--- src/sv/hbd_pkg.sv ---
// hbd_pkg: shared types and constants of the hdlc byte deframer
// line codes, status codes and the result word passed from the frame
// control to the top level; no dependencies
package hbd_pkg;

	localparam logic [7:0]  FLAG_BYTE = 8'h7E;
	localparam logic [7:0]  ESC_BYTE  = 8'h7D;
	localparam logic [7:0]  ESC_XOR   = 8'h20;
	localparam logic [15:0] CRC_POLY  = 16'hA001;
	localparam logic [15:0] CRC_INIT  = 16'hFFFF;

	// destuffed positions of the header fields
	localparam int unsigned POS_ADDRESS = 0;
	localparam int unsigned POS_CONTROL = 2;
	localparam int unsigned POS_PAYLOAD = 5;

	localparam logic KIND_PAYLOAD = 1'b0;
	localparam logic KIND_STATUS  = 1'b1;

	localparam logic [1:0] ST_GOOD     = 2'd0;
	localparam logic [1:0] ST_CRC_BAD  = 2'd1;
	localparam logic [1:0] ST_SHORT    = 2'd2;
	localparam logic [1:0] ST_TOO_LONG = 2'd3;

	typedef struct packed {
		logic       valid;
		logic       kind;
		logic [7:0] payload_byte;
		logic [7:0] frame_address;
		logic [7:0] frame_control;
		logic [1:0] frame_status;
		logic [7:0] payload_count;
	} hbd_result_t;

endpackage

--- src/sv/hbd_crc_unit.sv ---
// hbd_crc_unit: one byte step of crc-16/modbus, eight shifts unrolled
// depends on hbd_pkg for the polynomial
module hbd_crc_unit
	import hbd_pkg::*;
(
	input  logic [15:0] crc_in,
	input  logic [7:0]  data,
	output logic [15:0] crc_out
);

	always_comb begin
		logic [15:0] c;
		c = crc_in ^ {8'h00, data};
		for (int k = 0; k < 8; k++) begin
			if (c[0]) begin
				c = (c >> 1) ^ CRC_POLY;
			end else begin
				c = c >> 1;
			end
		end
		crc_out = c;
	end

endmodule

--- src/sv/hbd_frame_ctrl.sv ---
// hbd_frame_ctrl: frame state, destuffing, byte hold-back and status
// depends on hbd_pkg and hbd_crc_unit
module hbd_frame_ctrl
	import hbd_pkg::*;
#(
	parameter int unsigned MAX_FRAME = 128
) (
	input  logic        clk,
	input  logic        arst_n,
	input  logic        fire,
	input  logic [7:0]  byte_in,
	output hbd_result_t res
);

	localparam int unsigned PW = $clog2(MAX_FRAME + 1);

	logic          in_frame_q;
	logic          esc_q;
	logic [PW-1:0] pos_q;
	logic [15:0]   crc_q;
	logic [7:0]    held0_q;
	logic [7:0]    held1_q;
	logic [7:0]    addr_q;
	logic [7:0]    ctrl_q;
	logic          ovf_q;

	logic          is_flag;
	logic          is_esc;
	logic [7:0]    dbyte;
	logic          data_ev;
	logic          pos_full;
	logic          store;
	logic          close;
	logic          pos_ge5;
	logic [15:0]   crc_next;
	logic [1:0]    close_status;

	assign is_flag  = (byte_in == FLAG_BYTE);
	assign is_esc   = (byte_in == ESC_BYTE);
	assign dbyte    = esc_q ? (byte_in ^ ESC_XOR) : byte_in;
	// destuffed data byte inside a frame
	assign data_ev  = !is_flag && in_frame_q && (esc_q || !is_esc);
	assign pos_full = (pos_q == PW'(MAX_FRAME));
	assign store    = data_ev && !pos_full;
	assign close    = is_flag && in_frame_q && ((pos_q != '0) || ovf_q);
	assign pos_ge5  = (pos_q >= PW'(POS_PAYLOAD));

	hbd_crc_unit u_crc (
		.crc_in  (crc_q),
		.data    (held0_q),
		.crc_out (crc_next)
	);

	always_comb begin
		if (ovf_q) begin
			close_status = ST_TOO_LONG;
		end else if (!pos_ge5) begin
			close_status = ST_SHORT;
		end else if ({held1_q, held0_q} == crc_q) begin
			close_status = ST_GOOD;
		end else begin
			close_status = ST_CRC_BAD;
		end
	end

	always_comb begin
		res               = '0;
		res.frame_address = addr_q;
		res.frame_control = ctrl_q;
		if (close) begin
			res.valid         = 1'b1;
			res.kind          = KIND_STATUS;
			res.frame_status  = close_status;
			res.payload_count = pos_ge5 ? 8'(pos_q - PW'(POS_PAYLOAD)) : 8'd0;
		end else if (store && pos_ge5) begin
			res.valid         = 1'b1;
			res.kind          = KIND_PAYLOAD;
			res.payload_byte  = held0_q;
			res.payload_count = 8'(pos_q - PW'(POS_PAYLOAD - 1));
		end
	end

	always_ff @(posedge clk or negedge arst_n) begin
		if (!arst_n) begin
			in_frame_q <= 1'b0;
			esc_q      <= 1'b0;
			pos_q      <= '0;
			crc_q      <= CRC_INIT;
			held0_q    <= 8'h00;
			held1_q    <= 8'h00;
			addr_q     <= 8'h00;
			ctrl_q     <= 8'h00;
			ovf_q      <= 1'b0;
		end else if (fire) begin
			if (is_flag) begin
				esc_q <= 1'b0;
				if (!in_frame_q) begin
					in_frame_q <= 1'b1;
					pos_q      <= '0;
					crc_q      <= CRC_INIT;
					addr_q     <= 8'h00;
					ctrl_q     <= 8'h00;
					ovf_q      <= 1'b0;
				end else if (close) begin
					in_frame_q <= 1'b0;
				end
			end else if (in_frame_q) begin
				if (esc_q) begin
					esc_q <= 1'b0;
				end else if (is_esc) begin
					esc_q <= 1'b1;
				end
				if (data_ev && pos_full) begin
					ovf_q <= 1'b1;
				end
				if (store) begin
					pos_q   <= pos_q + PW'(1);
					held0_q <= held1_q;
					held1_q <= dbyte;
					if (pos_q == PW'(POS_ADDRESS)) begin
						addr_q <= dbyte;
					end
					if (pos_q == PW'(POS_CONTROL)) begin
						ctrl_q <= dbyte;
					end
					if (pos_q >= PW'(POS_CONTROL)) begin
						crc_q <= crc_next;
					end
				end
			end
		end
	end

endmodule

--- src/sv/hdlc_byte_deframer_crc16.sv ---
// hdlc_byte_deframer_crc16: top level, input register, frame control and
// result register; depends on hbd_pkg and hbd_frame_ctrl
//
// usage
//   input channel: one raw line byte per word on rx_byte, flags (0x7e) and
//   escapes (0x7d) included, with in_valid / in_stall
//   output channel: at most one result word per input word, with
//   out_valid / out_stall; kind 0 carries a destuffed payload byte, kind 1
//   is the end of frame status (good, crc mismatch, too short, too long)
//   together with the address, control field and payload count
//   payload bytes come out two bytes late: the last two bytes of a frame
//   are the fcs and are only known as such at the closing flag
//   path: the input word lands in the input register when it is accepted;
//   its result word is written to the result register once that register
//   can take a new word, and the receiver takes it from there
//   throughput: one byte per cycle while the receiver does not stall; the crc
//   step is eight unrolled shifts inside the frame control
//   stall: while out_stall holds a result, the input register keeps its
//   byte and in_stall rises once that register is full; nothing is dropped
//   reset: arst_n clears the frame state, crc goes to 0xffff and the block
//   waits for an opening flag
module hdlc_byte_deframer_crc16
	import hbd_pkg::*;
#(
	parameter int unsigned MAX_FRAME = 128
) (
	input  logic       clk,
	input  logic       arst_n,
	input  logic       in_valid,
	output logic       in_stall,
	input  logic [7:0] rx_byte,
	output logic       out_valid,
	input  logic       out_stall,
	output logic       kind,
	output logic [7:0] payload_byte,
	output logic [7:0] frame_address,
	output logic [7:0] frame_control,
	output logic [1:0] frame_status,
	output logic [7:0] payload_count
);

	logic        vld_s1;
	logic [7:0]  byte_s1;
	hbd_result_t res_s2;
	hbd_result_t res;
	hbd_result_t res_next;
	logic        slot_free;
	logic        fire;

	// result register can take a new word this cycle
	assign slot_free = !res_s2.valid || !out_stall;
	assign fire      = vld_s1 && slot_free;
	assign in_stall  = vld_s1 && !slot_free;

	// input register
	always_ff @(posedge clk or negedge arst_n) begin
		if (!arst_n) begin
			vld_s1 <= 1'b0;
		end else if (!in_stall) begin
			vld_s1 <= in_valid;
		end
	end

	always_ff @(posedge clk) begin
		if (!in_stall && in_valid) begin
			byte_s1 <= rx_byte;
		end
	end

	hbd_frame_ctrl #(
		.MAX_FRAME (MAX_FRAME)
	) u_ctrl (
		.clk     (clk),
		.arst_n  (arst_n),
		.fire    (fire),
		.byte_in (byte_s1),
		.res     (res)
	);

	// only a word that really moved through the frame control is valid
	always_comb begin
		res_next       = res;
		res_next.valid = fire && res.valid;
	end

	// result register; holds while the receiver stalls
	always_ff @(posedge clk or negedge arst_n) begin
		if (!arst_n) begin
			res_s2 <= '0;
		end else if (slot_free) begin
			res_s2 <= res_next;
		end
	end

	assign out_valid     = res_s2.valid;
	assign kind          = res_s2.kind;
	assign payload_byte  = res_s2.payload_byte;
	assign frame_address = res_s2.frame_address;
	assign frame_control = res_s2.frame_control;
	assign frame_status  = res_s2.frame_status;
	assign payload_count = res_s2.payload_count;

endmodule

--- config.mk ---
export PLATFORM = sky130hd
export DESIGN_NAME = hdlc_byte_deframer_crc16
export DESIGN_NICKNAME = d
export VERILOG_FILES = /design/src/sv/hbd_pkg.sv /design/src/sv/hbd_crc_unit.sv /design/src/sv/hbd_frame_ctrl.sv /design/src/sv/hdlc_byte_deframer_crc16.sv
export SDC_FILE = /design/constraint.sdc
export NUM_CORES = 1
export LEC_CHECK = 0
export BUFFER_PORTS_ARGS = -buffer_cell sky130_fd_sc_hd__buf_2
export CORE_ASPECT_RATIO = 1.25
export CORE_MARGIN = 1
export CORE_UTILIZATION = 53
export CTS_CLUSTER_DIAMETER = 200
export DETAILED_ROUTE_END_ITERATION = 7
export PLACE_DENSITY = 0.73
export SKIP_LAST_GASP = 1
export SLEW_MARGIN = 20
export SYNTH_ARGS = -nofsm -noshare
export SYNTH_HDL_FRONTEND = slang
export SYNTH_SLANG_ARGS = --single-unit
export TNS_END_PERCENT = 20
--- constraint.sdc ---
create_clock -name clk -period 9.35 [get_ports clk]
set_clock_uncertainty 0.15 [all_clocks]
set_input_delay 1.87 -clock clk [delete_from_list [all_inputs] [get_ports clk]]
set_output_delay 1.87 -clock clk [all_outputs]
set_load 0.01 [all_outputs]
==> impl_metrics.py, run 1 <==
metrics = {
    "critical_path": {
        "r2r-end": "u_ctrl.crc_q[10]",
        "critical_path.startpoint_type": "input pin",
        "path_max_fanout": 3,
        "worstRegToRegCells": 8,
        "critPathKind": "in -> out",
        "setup.worst_path.end_class": "output pin",
        "crit-reg2reg-launch": "byte_s1[7]",
        "critical_path_arrival_ns": 2.27,
        "required_ns": 7.33,
        "reg2reg_setup_slack_ns": 5.99,
    },
    "detailed_routing": {
        "detailedRoute.firstPassIterationCount": 5,
        "viasPerCell": 5.48,
        "dr.first_iter.drc_count": 163,
        "final_routed_wirelength_across_all_metal_layers_mm": 9.92,
        "wire_per_inst_um": 16.0,
        "vias": 3395,
        "drc": 0,
        "ant_nets": 0,
    },
    "timing": {
        "finalCriticalPeriod_ns": 4.29,
        "layout_worst_path_cycle_share_pct": 45.9,
        "maxSlewViolCount": 0,
        "setup-tns-final_ns": 0,
        "rsz0062_at_grt": "no",
        "final_hold_fails": 0,
        "finalSetupViolations": 0,
        "max_freq_mhz": 233,
        "max-slew-margin-rel_pct": 37.3,
        "tightest_slew_ns": 0.938,
    },
    "global_route": {
        "antenna_violations_before_repair": 0,
        "grt_remaining_overflow": 0,
        "global_route.usage.total_pct": 21.6,
        "grt_pass1_wl_mm": 16.2,
        "grt_start_max_net_pins": 71,
        "vias_in_the_first_global_route": 3336,
    },
    "yosys": {
        "syn_area_per_cell_sq_um": 11.2,
        "post_synth_fa_ha_maj_area_fraction_pct": 3.47,
        "yosysSeqAreaShare_pct": 52.7,
        "post_synth_main_area_contributors": "sky130_fd_sc_hd__dfrtp_1 40%, sky130_fd_sc_hd__dfstp_2 8.3%, sky130_fd_sc_hd__mux2_2 6.2%, sky130_fd_sc_hd__nand2_1 5.1%, sky130_fd_sc_hd__edfxtp_1 4.8%",
        "synth_cells": 449,
        "postSynth.topFlopCell": "sky130_fd_sc_hd__dfrtp_1",
        "synth-xor-area-share_pct": 7.65,
        "synthArstFlopShare_pct": 92.3,
        "synthesized_netlist_net_count": 475,
        "number_of_synthesized_flops_with_an_enable_pin": 8,
        "yosys.cell_count.top_type": "sky130_fd_sc_hd__dfrtp_1",
        "synth.yosys.warnings": 0,
        "synth.lib_cells_used.distinct": 53,
        "syn-cell-area_sq_mm": 0.00505,
        "synth_seq_cells": 104,
        "synthDominantCellAreaShare_pct": 39.6,
        "synth_commonest_cells": "80 x sky130_fd_sc_hd__dfrtp_1, 69 x sky130_fd_sc_hd__nand2_1, 28 x sky130_fd_sc_hd__mux2_2",
        "post_synth_mux_area_share_pct": 11.0,
        "synth_compound_area_share_pct": 8.37,
        "main_combinational_cell_family_by_area_after_synthesis": "simple AND/OR/NAND/NOR gates",
        "post_synth_and_or_nand_nor_area_fraction_pct": 13.3,
        "leading_area_contributor_after_synthesis": "sky130_fd_sc_hd__dfrtp_1",
    },
    "power": {
        "power.static_leakage_nw": 2.86,
        "maximum_vdd_ir_drop_uv": 86.9,
        "total_power_mw": 0.979,
        "power-per-cell-area_mw_per_mm2": 172,
    },
    "clock_tree": {
        "cts_buffer_depth": 2,
        "clock_sink_count": 104,
        "cts_buffers": 9,
        "cts_max_level": 3,
        "cts.hold.buffers_added": 0,
        "tritoncts": "built",
        "clk_pin_slew_worst_paths_ns": 0.07,
        "insertion_delay_ns": 0.35,
        "clk_root_buffer_cell": "sky130_fd_sc_hd__clkbuf_16",
        "cts_setup_buffers": 0,
        "post_cts_resize_count": 0,
    },
    "floorplan": {
        "std_cell_rows": 39,
        "placeableCoreArea_sq_mm": 0.00917,
        "die_height_um": 111,
        "die_width_um": 89.3,
        "boundaryPins": 49,
        "die-area_sq_mm": 0.00993,
        "effective_utilization_at_floorplan_pct": 55.1,
    },
    "placement": {
        "finalWeightedCongestion": 0.887,
        "placed_instance_count": 604,
        "placement.io_buffers": 48,
        "dp_hpwl_mm": 7.06,
    },
    "finish": {
        "insertedDiodeCount": 0,
        "post_route_core_utilization_pct": 61.9,
        "largest_register": "u_ctrl.crc_q",
        "final_cell_count_no_fill": 620,
        "max_reg_flops": 16,
        "final_layout_size_suffix_gt1_share_pct": 26.4,
        "nets": 518,
        "synthToLayoutAreaGrowth_pct": 12.5,
    },
    "outcome": {
        "run_status": "finished clean",
    },
    "worst_hold_path": {
        "timing.hold.worst_endpoint": "frame_address[7]",
        "worst_hold_path_startpoint": "frame_address[7]",
        "worst_hold_path.num_cells": 2,
        "hold_class": "reg -> reg",
    },
    "run": {
        "drv.max_cap_violation_count": 0,
    },
}
## cells in the final DEF, fill, tap and decap left out, drive strengths merged, types with 2 or more instances in the layout
master / netlist / layout
nand3: 10 / 10
dfstp: 16 / 16
xor2: 18 / 18
o21ai: 18 / 18
a22o: 8 / 8
xnor2: 21 / 21
a31oi: 2 / 2
dfrtp: 80 / 80
nand4: 5 / 5
clkbuf: 11 / 9
edfxtp: 8 / 8
inv: 21 / 25
o221ai: 6 / 6
nand2b: 4 / 4
xnor3: 2 / 2
buf: 7 / 50
or3: 3 / 3
nor3: 6 / 6
a21oi: 7 / 7
ha: 14 / 14
or2: 3 / 3
and3: 4 / 4
nor4: 4 / 4
clkinv: 0 / 2
mux2: 36 / 36
and2: 6 / 6
nand2: 69 / 69
nor2: 28 / 28
o31ai: 2 / 2
mux2i: 12 / 12
o21a: 8 / 8
## per-stage QoR
step / setup slack, ns / hold WS, ns / cell area (sq um)
final: 5.06 / 0.317 / 5680
after global routing: 5.03 / 0.340 / 5680
after CTS: 5.06 / 0.322 / 5680
after detailed placement: 4.69 / 0.305 / 5370
after global placement: 4.83 / 0.296 / 5370
after floorplan: 5.26 / 0.292 / 5050
## how the worst max path moves through the flow
stage	startpoint	end	cells after the start
global route	out_stall	in_stall	3
finish	out_stall	in_stall	3
detailed placement	out_stall	u_ctrl.held0_q[6]	5
global placement	out_stall	u_ctrl.held0_q[4]	5
CTS	out_stall	in_stall	3
floorplan	out_stall	in_stall	1
## area by class of cell
type	instances	area [sq um]
clock buffer	9	225
clock inverter	7	83.8
fill	746	3490
inverter	21	78.8
multi-input combinational	306	2220
sequential	104	2660
tap	123	154
timing repair buffer	50	258
## routing by layer
metal	part of all wire (%)	routed length, um	GRT usage [%]	vias up
li1	-	-	-	1618
met1	46	4530	29.3	1675
met3	3.4	336	3.65	24
met4	2.7	263	10.1	0
met2	48	4790	33.4	78
met5	0	0	0	-
## where the power goes
group          leakage [nW]  total (mW)  internal, mW  switching (mW)
clock network         0.154       0.387         0.213           0.174
registers              1.31       0.490         0.476          0.0140
logic                  1.40       0.103        0.0462          0.0563
total                  2.86       0.979         0.735           0.244
## worst max-delay path, cell delays in order
cell	delay [ns]
sky130_fd_sc_hd__buf_2	0.11
sky130_fd_sc_hd__and3_1	0.15
sky130_fd_sc_hd__buf_2	0.14
## kinds of logic after synthesis
kind of cell,Yosys count
compound gates,58
buf+inv,39
simple gates,145
fa+ha+maj,14
xor+xnor,41
flops,104
mux,48
Power figures use the tool's default switching activity.
==> run 2, diff against run 1 <==
--- a/config.mk
+++ b/config.mk
@@ -11,7 +11,7 @@
 export CORE_UTILIZATION = 53
 export CTS_CLUSTER_DIAMETER = 200
 export DETAILED_ROUTE_END_ITERATION = 7
-export PLACE_DENSITY = 0.73
+export PLACE_DENSITY = 0.75
 export SKIP_LAST_GASP = 1
 export SLEW_MARGIN = 20
 export SYNTH_ARGS = -nofsm -noshare
==> constraint.sdc (replaced) <==
create_clock -name clk -period 3.8 [get_ports clk]
set_clock_uncertainty 0.15 [all_clocks]
set_input_delay 0.76 -clock clk [delete_from_list [all_inputs] [get_ports clk]]
set_output_delay 0.76 -clock clk [all_outputs]
set_load 0.01 [all_outputs]
==> run 2 against run 1 <==
  * Sequential cell count stayed put
  * Via count is 2.0% higher
  * First-iteration DRC count is 28% higher
  * Non-clock buffer count is 6 higher
  * Worst setup slack worse by 4.3 ns
  * Design area is 0.51% higher
  * Critical path depth is 5 higher
  * Worst hold slack worse by 0.092 ns
  * Die area stayed put
  * Count of clock-buffer cells in the layout is 3 higher
  * Critical path type is now reg -> reg
  * Largest cell class unchanged
==> impl_metrics.py, run 2 (synthesis gave the netlist of run 1 again) <==
metrics = {
    "critical_path": {
        "critPathKind": "reg -> reg",
        "setup.worst_path.end_class": "flop",
        "critical_path.startpoint_type": "flop",
        "required_ns": 3.92,
        "path_max_fanout": 16,
        "critical_path_arrival_ns": 3.13,
    },
    "timing": {
        "tightest_slew_ns": 0.894,
        "final_hold_fails": 0,
        "rsz0062_at_grt": "no",
        "max_freq_mhz": 332,
        "max-slew-margin-rel_pct": 40.3,
        "setup-tns-final_ns": 0,
        "finalSetupViolations": 0,
        "maxSlewViolCount": 0,
        "layout_worst_path_cycle_share_pct": 79.2,
        "finalCriticalPeriod_ns": 3.01,
    },
    "detailed_routing": {
        "viasPerCell": 5.53,
        "wire_per_inst_um": 16.5,
        "final_routed_wirelength_across_all_metal_layers_mm": 10.3,
        "dr.first_iter.drc_count": 209,
        "ant_nets": 0,
        "detailedRoute.firstPassIterationCount": 4,
        "vias": 3462,
        "drc": 0,
    },
    "finish": {
        "insertedDiodeCount": 0,
        "post_route_core_utilization_pct": 62.2,
        "max_reg_flops": 16,
        "multi_input_comb_area_sq_mm": 0.00221,
        "final.fill_count": 748,
        "layout_common_cells": "80 x sky130_fd_sc_hd__dfrtp_1, 69 x sky130_fd_sc_hd__nand2_1, 47 x sky130_fd_sc_hd__buf_2",
        "synthToLayoutAreaGrowth_pct": 13.1,
        "sequential_cell_area_sq_mm": 0.00266,
        "largest_register": "u_ctrl.crc_q",
        "layout.cells.most_common": "sky130_fd_sc_hd__dfrtp_1",
        "nets": 524,
        "final_layout_size_suffix_gt1_share_pct": 26.8,
    },
    "power": {
        "cellInternalPower_mw": 1.82,
        "proportion_of_power_drawn_by_combinational_gates_pct": 10.8,
        "pwr-share-seq_pct": 50.2,
        "power.switching_mw": 0.583,
        "power.switching_fraction_pct": 24.3,
        "power.static_leakage_nw": 2.88,
        "total_power_mw": 2.40,
        "power.clock.fraction_pct": 38.9,
        "maximum_vdd_ir_drop_uv": 225,
        "power-per-cell-area_mw_per_mm2": 421,
    },
    "clock_tree": {
        "post_cts_resize_count": 0,
        "tritoncts": "built",
        "cts.hold.buffers_added": 0,
        "clk_pin_slew_worst_paths_ns": 0.07,
        "cts_max_level": 3,
        "cts_buffers": 9,
        "cts_buffer_depth": 2,
        "cts_setup_buffers": 0,
        "clk_root_buffer_cell": "sky130_fd_sc_hd__clkbuf_16",
        "clock_sink_count": 104,
        "insertion_delay_ns": 0.35,
    },
    "placement": {
        "dp_hpwl_mm": 7.48,
        "finalWeightedCongestion": 0.927,
        "placement.io_buffers": 48,
    },
    "global_route": {
        "vias_in_the_first_global_route": 3467,
        "antenna_violations_before_repair": 0,
        "grt_pass1_wl_mm": 17.0,
        "grt_remaining_overflow": 0,
        "global_route.usage.total_pct": 22.9,
        "grt_start_max_net_pins": 39,
    },
    "floorplan": {
        "std_cell_rows": 39,
        "placeableCoreArea_sq_mm": 0.00917,
        "boundaryPins": 49,
        "effective_utilization_at_floorplan_pct": 55.1,
        "die_width_um": 89.3,
        "die_height_um": 111,
        "die-area_sq_mm": 0.00993,
    },
    "worst_hold_path": {
        "hold_class": "in -> async",
    },
    "run": {
        "drv.max_cap_violation_count": 0,
    },
    "outcome": {
        "run_status": "finished clean",
    },
}
==> run 2: changes by cell type in the layout (fill, tap and decap cells not counted), sizes merged <==
cell / before / now
buf: 50 / 56
clkbuf: 9 / 12
inv: 25 / 23
clkinv: 2 / 1
==> run 2: final cells by class <==
type                            instances  area share [%]
Multi-Input combinational cell        306            38.8
Timing Repair Buffer                   56            5.30
Clock inverter                          4           0.920
Clock buffer                           12            4.32
Sequential cell                       104            46.6
Tap cell                              123            2.70
Inverter                               21            1.38
==> run 2: critical path: stages, from the launching register on <==
cell	delay [ns]
sky130_fd_sc_hd__edfxtp_1	0.42
sky130_fd_sc_hd__nand2b_1	0.24
sky130_fd_sc_hd__or3_1	0.53
sky130_fd_sc_hd__ha_1	0.27
sky130_fd_sc_hd__o21ai_2	0.10
sky130_fd_sc_hd__or2_4	0.18
sky130_fd_sc_hd__a31oi_1	0.08
sky130_fd_sc_hd__o21ai_4	0.55
sky130_fd_sc_hd__mux2_2	0.41
==> run 2: path summary, 6_finish.rpt <==
path                                  startpoint          endpoint  slack, ns  cells past startpoint
worst max-delay path                  byte_s1[7]   u_ctrl.crc_q[0]       0.79                      8
worst min-delay path                      arst_n  payload_count[6]       0.23                      1
worst max register to register        byte_s1[7]   u_ctrl.crc_q[0]       0.79                      8
worst min register to register  frame_address[6]  frame_address[6]       0.31                      2
max in group asynchronous                 arst_n  u_ctrl.ctrl_q[6]       2.48                      2
min in group clk                frame_address[6]  frame_address[6]       0.31                      2
==> run 2: stage by stage <==
| step | setup WS (ns) | area, sq um | std cells | hold slack, ns |
|---|---|---|---|---|
| after floorplan | 0.765 | 5050 | 449 | 0.292 |
| after global placement | 0.911 | 5410 | 610 | 0.294 |
| after detailed placement | 0.811 | 5410 | 610 | 0.301 |
| after CTS | 0.783 | 5710 | 626 | 0.241 |
| after global routing | 0.618 | 5710 | 626 | 0.264 |
| final | 0.791 | 5710 | 626 | 0.225 |
==> run 2: power groups by stage <==
stage	Combinational, mW	Clock (mW)	Sequential (mW)
4_1_cts	0.264	0.952	1.21
3_3_place_gp	0.251	0	1.23
2_1_floorplan	0.179	0	1.22
5_1_grt	0.293	1.00	1.21
6_report	0.260	0.936	1.21
3_5_place_dp	0.262	0	1.23
==> run 2: metal layers <==
metal / GRT usage, % / up-vias / wire length (um)
li1: - / 1637 / -
met1: 29.2 / 1728 / 4490
met2: 37.6 / 78 / 5190
met3: 4.39 / 19 / 400
met4: 9.21 / 0 / 246
met5: 0 / - / 0
